**config.mk**
```make
export PLATFORM = sky130hd
export DESIGN_NAME = gcd_lcm_unit
export DESIGN_NICKNAME = d
export VERILOG_FILES = /design/src/rtl/glu_pkg.sv /design/src/rtl/gcd_lcm_unit.sv /design/src/rtl/glu_alu.sv
export SDC_FILE = /design/constraint.sdc
export NUM_CORES = 1
export LEC_CHECK = 0
export BUFFER_PORTS_ARGS = -buffer_cell sky130_fd_sc_hd__buf_4
export CAP_MARGIN = 20
export CORE_MARGIN = 2
export CORE_UTILIZATION = 25
export DETAILED_ROUTE_END_ITERATION = 10
export GPL_TIMING_DRIVEN = 0
export PLACE_DENSITY = 0.39
export SYNTH_ARGS = -nofsm -noshare
export SYNTH_HDL_FRONTEND = slang
export SYNTH_HIERARCHICAL = 1
export SYNTH_SLANG_ARGS = --single-unit
```
**constraint.sdc**
```tcl
create_clock -name i_clk -period 7.66 [get_ports i_clk]
set_clock_uncertainty 0.05 [all_clocks]
set_input_delay 1.532 -clock i_clk [delete_from_list [all_inputs] [get_ports i_clk]]
set_output_delay 1.532 -clock i_clk [all_outputs]
set_load 0.05 [all_outputs]
```
**src/rtl/glu_pkg.sv**
```systemverilog
package glu_pkg;

    // default operand width
    localparam int OPERAND_WIDTH_DEF = 32;

    // sequencer states
    typedef enum logic [2:0] {
        ST_IDLE,
        ST_GCD,
        ST_MUL,
        ST_DIV,
        ST_DONE
    } t_state;

    // shared adder operation
    typedef enum logic {
        ALU_ADD,
        ALU_SUB
    } t_alu_op;

endpackage

```
**src/rtl/gcd_lcm_unit.sv**
```systemverilog
// channel   direction  handshake             payload
// input     in         i_valid / o_ready     i_func, i_operand_a, i_operand_b
// result    out        o_valid / i_ready     o_answer
//
// gcd: binary (shift and subtract) euclid, one step per cycle on the shared adder,
//   so the length of the gcd phase is data dependent
// lcm: adds a shift-add multiply of the operands and a restoring divide by the gcd
// the done state then hands the result to the output register, and o_ready rises again
// o_ready is high only when idle; a waiting result stalls the next one only in its done state
// reset (synchronous, active low) clears the sequencer and the output valid only
module gcd_lcm_unit #(
    parameter int OPERAND_WIDTH = glu_pkg::OPERAND_WIDTH_DEF
) (
    input  logic                     i_clk,
    input  logic                     i_rst_n,
    input  logic                     i_valid,
    output logic                     o_ready,
    input  logic                     i_func,
    input  logic [OPERAND_WIDTH-1:0] i_operand_a,
    input  logic [OPERAND_WIDTH-1:0] i_operand_b,
    output logic                     o_valid,
    input  logic                     i_ready,
    output logic [OPERAND_WIDTH-1:0] o_answer
);
    import glu_pkg::*;

    localparam int W    = OPERAND_WIDTH;
    localparam int CNT_W = $clog2(W);

    // control
    t_state            r_state, n_state;
    logic              r_out_valid, n_out_valid;

    // datapath
    logic              r_func, n_func;
    logic [W-1:0]      r_a, n_a;
    logic [W-1:0]      r_b, n_b;
    logic [W-1:0]      r_x, n_x;      // gcd operand / multiplicand
    logic [W-1:0]      r_y, n_y;      // gcd operand / multiplier
    logic [CNT_W-1:0]  r_k, n_k;      // common power of two
    logic [W-1:0]      r_g, n_g;      // gcd
    logic [W-1:0]      r_p, n_p;      // product, then quotient
    logic [W-1:0]      r_rem, n_rem;  // divide remainder
    logic [CNT_W-1:0]  r_cnt, n_cnt;
    logic [W-1:0]      r_answer, n_answer;

    // shared adder
    t_alu_op           alu_op;
    logic [W:0]        alu_lhs;
    logic [W:0]        alu_rhs;
    logic [W:0]        alu_res;
    logic              alu_borrow;

    logic              in_xfer;
    logic              x_zero;
    logic              y_zero;

    glu_alu #(
        .OPERAND_WIDTH (W)
    ) u_alu (
        .i_op  (alu_op),
        .i_lhs (alu_lhs),
        .i_rhs (alu_rhs),
        .o_res (alu_res)
    );

    assign o_ready    = (r_state == ST_IDLE);
    assign o_valid    = r_out_valid;
    assign o_answer   = r_answer;
    assign in_xfer    = i_valid && o_ready;
    assign alu_borrow = alu_res[W];
    assign x_zero     = (r_x == '0);
    assign y_zero     = (r_y == '0);

    // adder operand select per phase
    always_comb begin
        case (r_state)
            ST_MUL: begin
                alu_op  = ALU_ADD;
                alu_lhs = {1'b0, r_p};
                alu_rhs = {1'b0, r_x};
            end
            ST_DIV: begin
                // shift next dividend bit into the remainder and trial subtract
                alu_op  = ALU_SUB;
                alu_lhs = {r_rem, r_p[W-1]};
                alu_rhs = {1'b0, r_g};
            end
            default: begin
                alu_op  = ALU_SUB;
                alu_lhs = {1'b0, r_x};
                alu_rhs = {1'b0, r_y};
            end
        endcase
    end

    // sequencer: next state and datapath
    always_comb begin
        n_state     = r_state;
        n_out_valid = r_out_valid;
        n_func      = r_func;
        n_a         = r_a;
        n_b         = r_b;
        n_x         = r_x;
        n_y         = r_y;
        n_k         = r_k;
        n_g         = r_g;
        n_p         = r_p;
        n_rem       = r_rem;
        n_cnt       = r_cnt;
        n_answer    = r_answer;

        // result taken downstream
        if (r_out_valid && i_ready) begin
            n_out_valid = 1'b0;
        end

        case (r_state)
            ST_IDLE: begin
                if (in_xfer) begin
                    n_func  = i_func;
                    n_a     = i_operand_a;
                    n_b     = i_operand_b;
                    n_x     = i_operand_a;
                    n_y     = i_operand_b;
                    n_k     = '0;
                    n_state = ST_GCD;
                end
            end
            ST_GCD: begin
                if (x_zero || y_zero) begin
                    // one side gone to zero: the other, rescaled, is the gcd
                    n_g = (x_zero ? r_y : r_x) << r_k;
                    if (!r_func || (x_zero && y_zero)) begin
                        // gcd wanted, or both operands zero giving lcm 0
                        n_p     = n_g;
                        n_state = ST_DONE;
                    end else begin
                        n_x     = r_a;
                        n_y     = r_b;
                        n_p     = '0;
                        n_cnt   = CNT_W'(W - 1);
                        n_state = ST_MUL;
                    end
                end else if (!r_x[0] && !r_y[0]) begin
                    n_x = r_x >> 1;
                    n_y = r_y >> 1;
                    n_k = r_k + CNT_W'(1);
                end else if (!r_x[0]) begin
                    n_x = r_x >> 1;
                end else if (!r_y[0]) begin
                    n_y = r_y >> 1;
                end else if (alu_borrow) begin
                    // both odd, x below y: swap so the next step subtracts
                    n_x = r_y;
                    n_y = r_x;
                end else begin
                    n_x = alu_res[W-1:0];
                end
            end
            ST_MUL: begin
                // shift-add, product wraps to the operand width
                if (r_y[0]) begin
                    n_p = alu_res[W-1:0];
                end
                n_x = r_x << 1;
                n_y = r_y >> 1;
                if (r_cnt == '0) begin
                    n_rem   = '0;
                    n_cnt   = CNT_W'(W - 1);
                    n_state = ST_DIV;
                end else begin
                    n_cnt = r_cnt - CNT_W'(1);
                end
            end
            ST_DIV: begin
                // restoring division, quotient bits shift into the product register
                if (!alu_borrow) begin
                    n_rem = alu_res[W-1:0];
                end else begin
                    n_rem = alu_lhs[W-1:0];
                end
                n_p = {r_p[W-2:0], ~alu_borrow};
                if (r_cnt == '0) begin
                    n_state = ST_DONE;
                end else begin
                    n_cnt = r_cnt - CNT_W'(1);
                end
            end
            ST_DONE: begin
                // hand over once the output register is free
                if (!r_out_valid || i_ready) begin
                    n_answer    = r_p;
                    n_out_valid = 1'b1;
                    n_state     = ST_IDLE;
                end
            end
            default: begin
                n_state = ST_IDLE;
            end
        endcase
    end

    // control registers
    always_ff @(posedge i_clk) begin
        if (!i_rst_n) begin
            r_state     <= ST_IDLE;
            r_out_valid <= 1'b0;
        end else begin
            r_state     <= n_state;
            r_out_valid <= n_out_valid;
        end
    end

    // datapath registers
    always_ff @(posedge i_clk) begin
        r_func   <= n_func;
        r_a      <= n_a;
        r_b      <= n_b;
        r_x      <= n_x;
        r_y      <= n_y;
        r_k      <= n_k;
        r_g      <= n_g;
        r_p      <= n_p;
        r_rem    <= n_rem;
        r_cnt    <= n_cnt;
        r_answer <= n_answer;
    end

    // a transfer always starts the gcd phase
    a_start_gcd: assert property (@(posedge i_clk) disable iff (!i_rst_n)
        in_xfer |=> (r_state == ST_GCD))
        else $error("accepted item did not start gcd phase");

    // multiply and divide only run for lcm with a nonzero gcd
    a_lcm_only: assert property (@(posedge i_clk) disable iff (!i_rst_n)
        ((r_state == ST_MUL) || (r_state == ST_DIV)) |-> (r_func && (r_g != '0)))
        else $error("multiply or divide entered without lcm and nonzero gcd");

    // restoring divide keeps the remainder below the divisor
    a_rem_bound: assert property (@(posedge i_clk) disable iff (!i_rst_n)
        (r_state == ST_DIV) |-> (r_rem < r_g))
        else $error("divide remainder not below divisor");

    // a finished result is only loaded into a free or draining output register
    a_no_overwrite: assert property (@(posedge i_clk) disable iff (!i_rst_n)
        ((r_state == ST_DONE) && r_out_valid && !i_ready) |=> (r_state == ST_DONE))
        else $error("result left done state while output stalled");

endmodule

```
**src/rtl/glu_alu.sv**
```systemverilog
module glu_alu #(
    parameter int OPERAND_WIDTH = glu_pkg::OPERAND_WIDTH_DEF
) (
    input  glu_pkg::t_alu_op          i_op,
    input  logic [OPERAND_WIDTH:0]    i_lhs,
    input  logic [OPERAND_WIDTH:0]    i_rhs,
    output logic [OPERAND_WIDTH:0]    o_res
);
    import glu_pkg::*;

    // one adder, the top bit is the borrow in subtract mode
    always_comb begin
        case (i_op)
            ALU_ADD: o_res = i_lhs + i_rhs;
            ALU_SUB: o_res = i_lhs - i_rhs;
            default: o_res = i_lhs + i_rhs;
        endcase
    end

endmodule
```
==> After elaboration in Yosys (flattened, before gate mapping) <==
Index checks and enable logic that the tools add are counted.
{ "op_classes": {"n_mux": 47, "addsub": 4, "reduce_logical": 31, "bitwise_logic": 1, "eq_ne": 18, "n_shift": 1} }
{ "op_table": {"columns": ["cell", "n"], "rows": [
  ["2-to-1 mux 32 bit", 20],
  ["one-hot mux 32 bit (3 select lines)", 3],
  ["one-hot mux 33 bit (2 select lines)", 2],
  ["one-hot mux 32 bit (2 select lines)", 2],
  ["zero test 32 bit", 2],
  ["2-to-1 mux 5 bit", 7],
  ["adder 33 x 32 -> 33 bit", 1],
  ["subtractor 33 x 32 -> 33 bit", 1],
  ["<< shifter 32 x 5 -> 32 bit", 1],
  ["2-to-1 mux 3 bit", 6],
  ["!= test 2 bit (second input constant)", 9],
  ["AND reduction 4 bit", 4],
  ["one-hot mux 3 bit (5 select lines)", 1],
  ["one-hot mux 5 bit (3 select lines)", 1],
  ["!= test 5 bit (second input constant)", 2],
  ["one-hot mux 5 bit (2 select lines)", 1],
  ["AND reduction 5 bit", 2],
  ["AND reduction 2 bit", 4],
  ["== test 3 x 2 -> 1 bit (second input constant)", 2],
  ["AND reduction 3 bit", 2],
  ["nonzero test 3 bit", 2],
  ["adder 5 x 1 -> 5 bit (second input constant)", 1],
  ["zero test 5 bit", 1],
  ["subtractor 5 x 1 -> 5 bit (second input constant)", 1],
  ["other kinds (12)", 24]
]} }
{ "totals": {"ff_bits": 271, "output_inout_bits": 34, "elab_cells": 117} }

==> Logic depth before layout (Yosys ltp) <==
Gate-level depths: netlist of the first run.
{ "logic_depth": {"word_depth": 10, "depth_mapped": 31, "mapped_depth_nobuf": 25} }

==> Hierarchy <==
Netlist of the first run, hierarchy kept.
{ "modules_own_cells": {"columns": ["module", "instances", "area_per_inst_um2", "cells_each"], "rows": [
  ["gcd_lcm_unit", 1, 16198.0, 1611],
  ["glu_alu", 1, 2224.6, 326]
]} }

==> Worst setup path before layout of the first run <==
OpenSTA, ideal clock, no wires.
{ "synth_path": {"path_type": "reg-to-reg", "from": "reg r_state[0]", "to": "reg r_y[10], enable pin", "synth_period_minus_slack_ns": 8.499, "path_stages_with_launch": 27, "required_time_ns": 7.144, "t_arrival_ns": 7.983, "slack_ns": -0.839, "setup_ns": 0.466, "path_cell_list": "dfxtp_1 > clkbuf_1 > clkbuf_1 > buf_2 > buf_1 > mux2i_1 > o21ai_0 > nor3_1 > nor3b_1 > nand2_1 > nor2_1 > a21oi_1 > xnor2_1 > ha_1 > clkbuf_1 > a21o_1 > a21o_1 > a21oi_1 > o21ai_0 > a21oi_4 > o211ai_2 > a31o_1 > a21oi_2 > xnor2_1 > clkbuf_1 > clkinv_1 > a211oi_1"} }
{ "synth_via": {"elab_chain_len": 6, "word_cells_on_any_way": 17} }
{ "synth_rtl": {"columns": ["item", "line", "source"], "rows": [
  ["start, declared", "gcd_lcm_unit.sv:31", "t_state r_state, n_state;"],
  ["start signal, assigned", "gcd_lcm_unit.sv:210", "r_state <= n_state;"],
  ["== test 3 x 2 -> 1 bit", "gcd_lcm_unit.sv:77", "case (r_state)"],
  ["one-hot mux 32 bit (2 select lines) (*)", "gcd_lcm_unit.sv:77", null],
  ["net alu_rhs[5]", "gcd_lcm_unit.sv:50", "logic [W:0] alu_rhs;"],
  ["subtractor 33 x 32 -> 33 bit or adder 33 x 32 -> 33 bit (tied branches)", null, null],
  ["one-hot mux 33 bit (2 select lines) (*)", "glu_alu.sv:13", "case (i_op)"],
  ["net alu_res[32]", "gcd_lcm_unit.sv:51", "logic [W:0] alu_res;"],
  ["!= test 5 bit (no source line) (*)", null, null],
  ["AND reduction 5 bit (no source line) (*)", null, null],
  ["end signal, assigned", "gcd_lcm_unit.sv:221", "r_y <= n_y;"],
  ["end, declared", "gcd_lcm_unit.sv:39", "logic [W-1:0] r_y, n_y;"]
]} }
The timed path passes the listed nets; every way through them passes the cells marked *.
A chain may end at the register's enable or synchronous reset.

==> Worst setup path after layout of the first run <==
{ "layout_path": {"from": "reg r_state[0]", "to": "reg r_x[0] (data pin)"} }
{ "layout_via": {"elab_chain_len": 10, "word_cells_on_any_way": 16} }
{ "layout_rtl": {"columns": ["item", "line", "source"], "rows": [
  ["== test 3 x 2 -> 1 bit", "gcd_lcm_unit.sv:77", null],
  ["one-hot mux 32 bit (2 select lines) (*)", "gcd_lcm_unit.sv:77", null],
  ["net alu_rhs[5]", "gcd_lcm_unit.sv:50", null],
  ["subtractor 33 x 32 -> 33 bit or adder 33 x 32 -> 33 bit (tied branches)", null, null],
  ["one-hot mux 33 bit (2 select lines) (*)", "glu_alu.sv:13", null],
  ["net alu_res[32]", "gcd_lcm_unit.sv:51", null],
  ["2-to-1 mux 32 bit (*)", "gcd_lcm_unit.sv:153", "end else if (alu_borrow) begin"],
  ["2-to-1 mux 32 bit (*)", "gcd_lcm_unit.sv:151", "end else if (!r_y[0]) begin"],
  ["2-to-1 mux 32 bit (*)", "gcd_lcm_unit.sv:149", "end else if (!r_x[0]) begin"],
  ["2-to-1 mux 32 bit (*)", "gcd_lcm_unit.sv:145", "end else if (!r_x[0] && !r_y[0]) begin"],
  ["2-to-1 mux 32 bit (*)", "gcd_lcm_unit.sv:131", "if (x_zero || y_zero) begin"],
  ["one-hot mux 32 bit (3 select lines) (*)", "gcd_lcm_unit.sv:118", "case (r_state)"],
  ["net n_x[0]", "gcd_lcm_unit.sv:38", "logic [W-1:0] r_x, n_x;"],
  ["end signal, assigned", "gcd_lcm_unit.sv:220", "r_x <= n_x;"],
  ["end, declared", "gcd_lcm_unit.sv:38", null]
]} }
The timed path passes the listed nets; every way through them passes the cells marked *. The select of a mux whose other input is x is not followed.

==> results of run 1 <==
[stage by stage]
stage | setup slack [ns] | utilization [%] | cell area (sq um) | hold slack [ns] | TNS, ns
floorplan | 0.168 | - | 18400 | 0.393 | 0
global placement | -3.90 | 28.0 | 20400 | 0.435 | -270.18
detailed placement | -2.33 | 28.4 | 20700 | 0.426 | -202.05
CTS | 0.108 | 30.1 | 21900 | 0.446 | 0
global route | 0.000486 | 30.1 | 22000 | 0.458 | 0
finish | 0.140 | 30.1 | 22000 | 0.441 | 0
[registers in the layout, indices dropped and copies added, names as in the netlist]
register / flops
o_valid: 1
o_answer: 32
r_func: 1
r_state: 3
r_x: 32
r_rem: 32
r_k: 5
r_g: 32
r_p: 32
r_a: 32
r_y: 32
r_b: 32
r_cnt: 5
[cell type report]
cell class / instances / area [sq um] / area share, %
Multi-Input combinational cell: 1448 / 9480 / 43.1
Sequential cell: 271 / 8100 / 36.8
Tap cell: 959 / 1200 / 5.46
Timing Repair Buffer: 116 / 1010 / 4.61
Clock buffer: 47 / 1010 / 4.58
Buffer: 156 / 769 / 3.50
Inverter: 56 / 215 / 0.979
Clock inverter: 18 / 195 / 0.888
[Yosys cell counts (all sizes together) (5+ instances only)]
master / count
a211oi: 5
a21o: 16
a21oi: 195
a221o: 15
a221oi: 35
a22oi: 35
a311o: 5
a31o: 6
a31oi: 21
and2: 9
and3: 7
buf: 65
clkbuf: 97
edfxtp: 267
ha: 35
inv: 52
mux2: 12
mux2i: 139
nand2: 203
nand2b: 9
nand3: 21
nand4: 9
nor2: 192
nor2b: 31
nor3: 37
nor4: 23
o211ai: 17
o21a: 5
o21ai: 137
o221ai: 6
o22a: 10
o22ai: 42
o311ai: 13
o31ai: 18
o32ai: 5
o41ai: 5
xnor2: 51
xor2: 16
[worst max-delay path: cells and delay by family (launching register included)]
| kind | cells | cell delay (ns) |
|---|---|---|
| AOI/OAI and AO/OA | 12 | 2.82 |
| xor gates and xnor gates | 2 | 0.42 |
| adders and majority gates | 1 | 0.28 |
| buffers and inverters | 6 | 1.74 |
| DFF | 1 | 0.48 |
| muxes | 1 | 0.20 |
| and+or+nand+nor | 4 | 1.20 |
[layer usage]
metal	vias to the layer above	part of all wire, %	GRT usage [%]
met3	149	5.5	2.78
met1	8668	44	33.4
met2	696	47	40.8
met5	-	0	0
met4	0	3.6	8.45
li1	7624	-	-
[repair_timing]
item | in CTS | in global routing
pin swaps | 0 | 1
gates resized for setup | 31 | 11
endpoints found under the setup margin | 105 | 90
setup buffers | 0 | 1
[worst paths after layout]
path	endpoint	slack, ns	cells after the start
min	o_answer[3]	0.44	0
min reg2reg	o_answer[3]	0.44	0
max reg2reg	r_x[0]	0.14	26
max	r_x[0]	0.14	26
[logic make-up after synthesis]
kind of cell               Yosys count
and+or+nand+nor                    558
adders and majority gates           36
xor gates and xnor gates            67
DFF                                271
buffers and inverters              218
muxes                              153
AOI/OAI and AO/OA                  633
other                                1
[placed cells by master, fill, tap and decap left out, types with 39 or more instances in the layout]
cell and instances:
mux2i_1 139, a21oi_1 192, xnor2_1 50, inv_1 52
nand2_1 201, buf_4 110, o21ai_0 130, clkbuf_1 90
nor2_1 187, edfxtp_1 267, o22ai_1 42, clkbuf_16 39
==> summary.md, run 1 <==
| Metric | Value |
|---|---|
| Clock Latency Late Sink | `0.56 ns` |
| CP max FO | `10` |
| Crit path required time | `7.90 ns` |
| Clk root buf | `clkbuf_16` |
| Drt total wl | `95100 um` |
| I/O pin cnt | `103` |
| RSZ-0062 raised after global routing | `no` |
| GPL Wtd Cong | `0.975` |
| Post-synthesis cell area | `18400 sq um` |
| Max_cap viols | `0` |
| Fin nets | `~2200` |
| Final Hold Fails | `0` |
| Leading area contributor after synthesis | `edfxtp_1` |
| Syn_area_per_cell | `9.51 sq um` |
| Detailed-route via count | `17100` |
| HP Start | `r_p[3]` |
| Syn Nets | `2042` |
| Bufs on Longest Clock Path | `3` |
| Simple-gate share of the synthesized area | `14.2%` |
| Post-Synthesis Cells | `1937` |
| Post-synth cell types | `90` |
| Async set-reset flop share out of synthesis | `0%` |
| Final routed DRC violation total | `0` |
| Period utilisation layout | `98.2%` |
| Hold WC Path Type | `register to register` |
| CTS tree | `built` |
| Status | `finished, final reports clean` |
| DIE AREA | `75900 sq um` |
| Post-synthesis adder-cell area fraction | `2.49%` |
| Setup CP Type | `register to register` |
| Clock Pin Slew Worst Setup and Hold Paths | `0.06 ns` |
| Achievable clock frequency | `133 MHz` |
| Number of global-route vias before repair | `17200` |
| Pins Over Slew Limit | `0` |
| Ys Warns | `6` |
| IO buf count | `102` |
| Hold-fix buffers at CTS | `0` |
| TritonCTS buffer count | `37` |
| Total core area | `approximately 73000 sq um` |
| Startpoint type of the worst setup path | `register` |
| Gr usage total | `24.7%` |
| Worst Max-Slew Pin Slew | `1.21 ns` |
| Post-synthesis compound-gate area fraction | `a little under a quarter` |
| Endpoints failing setup | `0` |
| Chip Width | `275 um` |
| Capturing element type of the critical path | `register` |
| Slowest-stage cell, CP | `o32ai_1` |
| Global-route wire length before repair | `133000 um` |
| Critical R2R Launch | `r_state[0]` |
| Largest family of logic cells by synthesized area | `compound AO/OA/AOI/OAI gates` |
| Post-synthesis sequential area ratio | `between 40% and 50%` |
| Critical path launch point | `r_state[0]` |
| Worst Path Arrival | `a little under 8 ns` |
| H-tree depth | `2` |
| Sink Count | `271` |
| FILL cells | `7720` |
| Cell Count, Final, Fillers Out | `around 3100` |
| FP Rows | `roughly 100` |
| Global route overflow | `0` |
| WL per Instance | `31.0 um` |
| Initial antenna violation count | `0` |
| Initial DRT Pass Iterations | `8` |
| Mux cell area share after synthesis | `around 8.5%` |
| Dpl cells | `3011` |
| #FFs+latches synth | `271` |
| EDFF count, synth | `267` |
| Layout overhead on the synthesized area | `19.3%` |
| Die span in y | `275 um` |
| Most used cell, CP | `o21ai_0` |
| Starting Density | `25.3%` |
| Tmin final | `between 7 and 8 ns` |
| Top area cells in the synthesized netlist | `edfxtp_1 44%, mux2i_1 7.6%, a21oi_1 5.2%, nand2_1 4.1%, nor2_1 3.9%` |
| N_diodes | `0` |
| Dpl hpwl | `74600 um` |
| Relative slew margins | `19.0%` |
| Share of layout cells above drive strength 1 | `13.9%` |
| Yosys top cell area share | `43.5%` |
| Post-synth top flop | `edfxtp_1` |
| Slowest stage delay, CP | `~0.71 ns` |
| Iteration-0 DRC Markers | `1840` |
| Xor and xnor area share after synthesis | `around 3.2%` |
| Via/cell ratio | `5.58` |
| Post-route ant nets | `0` |
| Pin count of the biggest net entering global routing | `60` |
Power of run 1 is not shown: default switching activity piles up to over one toggle a cycle in this logic, so the estimate is an artifact.
==> run 2, diff against run 1 <==
SYNTH_HIERARCHICAL = default   (was 1)
==> summary.md, run 2 <==
| Metric | Value |
|---|---|
| Starting Density | `25.3% (+0.052 points)` |
| Crit path required time | `7.91 ns (about the same)` |
| Global-route wire length before repair | `120000 um (-9.5%)` |
| Capturing element type of the critical path | `register` |
| Fin nets | `2053 (-6.3%)` |
| Achievable clock frequency | `134 MHz (+0.83%)` |
| Detailed-route via count | `16000 (-6.8%)` |
| Clk root buf | `clkbuf_16` |
| Via/cell ratio | `5.48 (-1.7%)` |
| Post-synth top flop | `edfxtp_1` |
| GPL Wtd Cong | `0.925 (-5.1%)` |
| FILL cells | `7359 (-4.7%)` |
| Sink Count | `271 (unchanged)` |
| Yosys top cell area share | `45.1% (+1.6 points)` |
| Bufs on Longest Clock Path | `3 (unchanged)` |
| TritonCTS buffer count | `37 (unchanged)` |
| Cell Pwr Density | `about 260 nW/um^2` |
| Clock Latency Late Sink | `0.55 ns (about the same)` |
| Die span in y | `271 um (-1.7%)` |
| CTS tree | `built` |
| Syn_area_per_cell | `9.91 sq um (+4.2%)` |
| Worst Max-Slew Pin Slew | `1.14 ns (-0.0707 ns)` |
| Startpoint type of the worst setup path | `register` |
| Worst Path Arrival | `7.71 ns (-0.05 ns)` |
| Post-route ant nets | `0 (unchanged)` |
| Leading area contributor after synthesis | `edfxtp_1` |
| Hold WC Path Type | `register to register` |
| Pins Over Slew Limit | `0 (unchanged)` |
| CP max FO | `10 (unchanged)` |
| Max_cap viols | `0 (unchanged)` |
| I/O pin cnt | `103 (unchanged)` |
| Peak supply drop | `0.123 mV` |
| Final routed DRC violation total | `0 (unchanged)` |
| Status | `finished, final reports clean` |
| FF-to-FF End | `r_p[26]` |
| Ys Warns | `0 (-6)` |
| Fin Setup TNS | `0 ns (unchanged)` |
| Global route overflow | `0 (unchanged)` |
| IO buf count | `102 (unchanged)` |
| Clock Pin Slew Worst Setup and Hold Paths | `0.06 ns (about the same)` |
| Endpoints failing setup | `0 (unchanged)` |
| Most frequent cells in the layout | `267 x edfxtp_1, 224 x nand2_1, 191 x nor2_1` |
| Post-synth cell types | `89 (-1.1%)` |
| Relative slew margins | `23.7% (+4.7 points)` |
| Critical R2R Launch | `r_state[0]` |
| Gr usage total | `22.8% (-1.9 points)` |
| Post-synthesis sequential area ratio | `45.5% (+1.6 points)` |
| Setup crit end | `r_p[26]` |
| Leak | `7.43 nW` |
| Top area cells in the synthesized netlist | `edfxtp_1 45%, mux2i_1 5.5%, nand2_1 4.7%, a21oi_1 4.3%, nor2_1 4.1%` |
| Post-Synthesis Cells | `1795 (-7.3%)` |
| R2R Setup Slk | `0.20 ns (+0.06 ns)` |
| Layout overhead on the synthesized area | `19.3% (about the same)` |
| H-tree depth | `2 (unchanged)` |
| Syn Nets | `1900 (-7.0%)` |
| Final Hold Fails | `0 (unchanged)` |
| Number of global-route vias before repair | `15700 (-8.8%)` |
| Hold-fix buffers at CTS | `0 (unchanged)` |
| Worst hold slack | `0.453 ns (+0.0122 ns)` |
| Top post-synthesis cells by count | `267 x edfxtp_1, 224 x nand2_1, 192 x nor2_1` |
| Async set-reset flop share out of synthesis | `0% (unchanged)` |
| Initial DRT Pass Iterations | `6 (-2)` |
| Critical path launch point | `r_state[0]` |
| Drt total wl | `85500 um (-10%)` |
| FP Rows | `97 (-2.0%)` |
| Pin count of the biggest net entering global routing | `55 (-8.3%)` |
| Reg2Reg Depth | `21 (-19%)` |
| Chip Width | `271 um (-1.7%)` |
| Post-synthesis cell area | `17800 sq um (-3.5%)` |
| DIE AREA | `73300 sq um (-3.4%)` |
| Initial antenna violation count | `2 (+2)` |
| RSZ-0062 raised after global routing | `no` |
| Commonest non-fill, non-tap cell in the layout | `edfxtp_1` |
| Setup CP Type | `register to register` |
| EDFF count, synth | `267 (unchanged)` |
| Most frequent cell after synthesis | `edfxtp_1` |
| N_diodes | `0 (unchanged)` |
| Iteration-0 DRC Markers | `1800 (-2.2%)` |
| Period utilisation layout | `97.4% (-0.81 points)` |
| WL per Instance | `29.3 um (-5.3%)` |
| #FFs+latches synth | `271 (unchanged)` |
| Tmin final | `7.46 ns (-0.0622 ns)` |
| Dpl hpwl | `67200 um (-10%)` |
| Total core area | `70300 sq um (-3.7%)` |
| Share of layout cells above drive strength 1 | `14.8% (+0.92 points)` |
-- run 2: cell types whose count changed in the layout (fill, tap and decap cells not counted), sizes merged, moves of 27 or more --
cell / change
a21oi: -43
inv: -28
mux2: +27
mux2i: -40
o22ai: -33
-- run 2: final cells by class --
class / instances / area, sq um / area share [%]
multi-input combinational: 1352 / 9020 / 42.5
sequential: 271 / 8100 / 38.2
clock inverter: 19 / 223 / 1.05
timing repair buffer: 115 / 961 / 4.53
clock buffer: 46 / 980 / 4.62
buffer: 145 / 652 / 3.07
inverter: 26 / 97.6 / 0.460
tap: 940 / 1180 / 5.55
-- run 2: kinds of logic (layout without fill, tap and decap cells) --
logic type	Yosys count	count (layout)	synth area share, %
AOI/OAI and AO/OA	531	531	20.1
buffers and inverters	172	351	4.07
xor gates and xnor gates	79	79	4.04
muxes	152	152	9.93
DFF	271	271	45.5
and+or+nand+nor	554	554	13.7
adders and majority gates	36	36	2.58
-- run 2: worst min path at each step --
stage,startpoint,depth (start not counted),end
final,r_p[5],0,o_answer[5]
after global routing,r_p[5],0,o_answer[5]
after CTS,r_p[27],0,o_answer[27]
after detailed placement,r_p[5],0,o_answer[5]
after global placement,r_p[5],0,o_answer[5]
after floorplan,r_p[20],0,o_answer[20]
-- run 2: per-stage QoR --
step | utilization [%] | worst slack (ns) | power [W] | cells | cell area, sq um
final | 30.2 | 0.202 | 0.00548 | 2914 | 21200
after global routing | 30.2 | 0.0431 | 0.00566 | 2914 | 21200
after CTS | 30.2 | 0.120 | 0.00546 | 2915 | 21200
after detailed placement | 28.4 | -0.922 | 0.00364 | 2846 | 19900
after global placement | 28.1 | -3.28 | 0.00364 | 2837 | 19700
after floorplan | - | 0.785 | 0.00286 | 1795 | 17800
-- run 2: routing by layer --
metal	track usage (%)	vias to the layer above	share of wire, %
li1	-	7117	-
met5	0	-	0.015
met1	32.0	8025	45
met3	2.37	116	5.7
met4	8.01	2	3.4
met2	36.4	717	46
-- run 2: power breakdown --
group / leakage, nW / switching (W) / internal [W]
logic: 4.36 / 0.00125 / 0.000558
clock network: 0.585 / 0.000716 / 0.00107
registers: 2.49 / 0.000137 / 0.00174
total: 7.43 / 0.00211 / 0.00337
-- run 2: timing repair --
item	in CTS	in global routing
setup buffers	4	0
pin swaps	1	0
setup endpoints to repair	104	27
resized for setup	18	3
cloned	0	0
-- run 2: worst max-delay path: stages (launching register included) --
cell and delay, ns:
dfxtp_1 0.43, buf_6 0.22, buf_6 0.16, buf_6 0.18, buf_2 0.22, nor2_1 0.43
clkbuf_2 0.49, clkbuf_2 0.49, clkdlybuf4s15_2 0.54, nor2_1 0.10, xnor2_1 0.16, ha_1 0.35
nand2b_1 0.12, a21oi_1 0.12, o21ai_0 0.30, a31oi_1 0.25, o41ai_1 0.83, o31ai_2 0.31
a21oi_1 0.26, xor2_1 0.74, o21ai_0 0.18, a22o_1 0.21
Note: power is estimated with default switching activity, not from simulation.
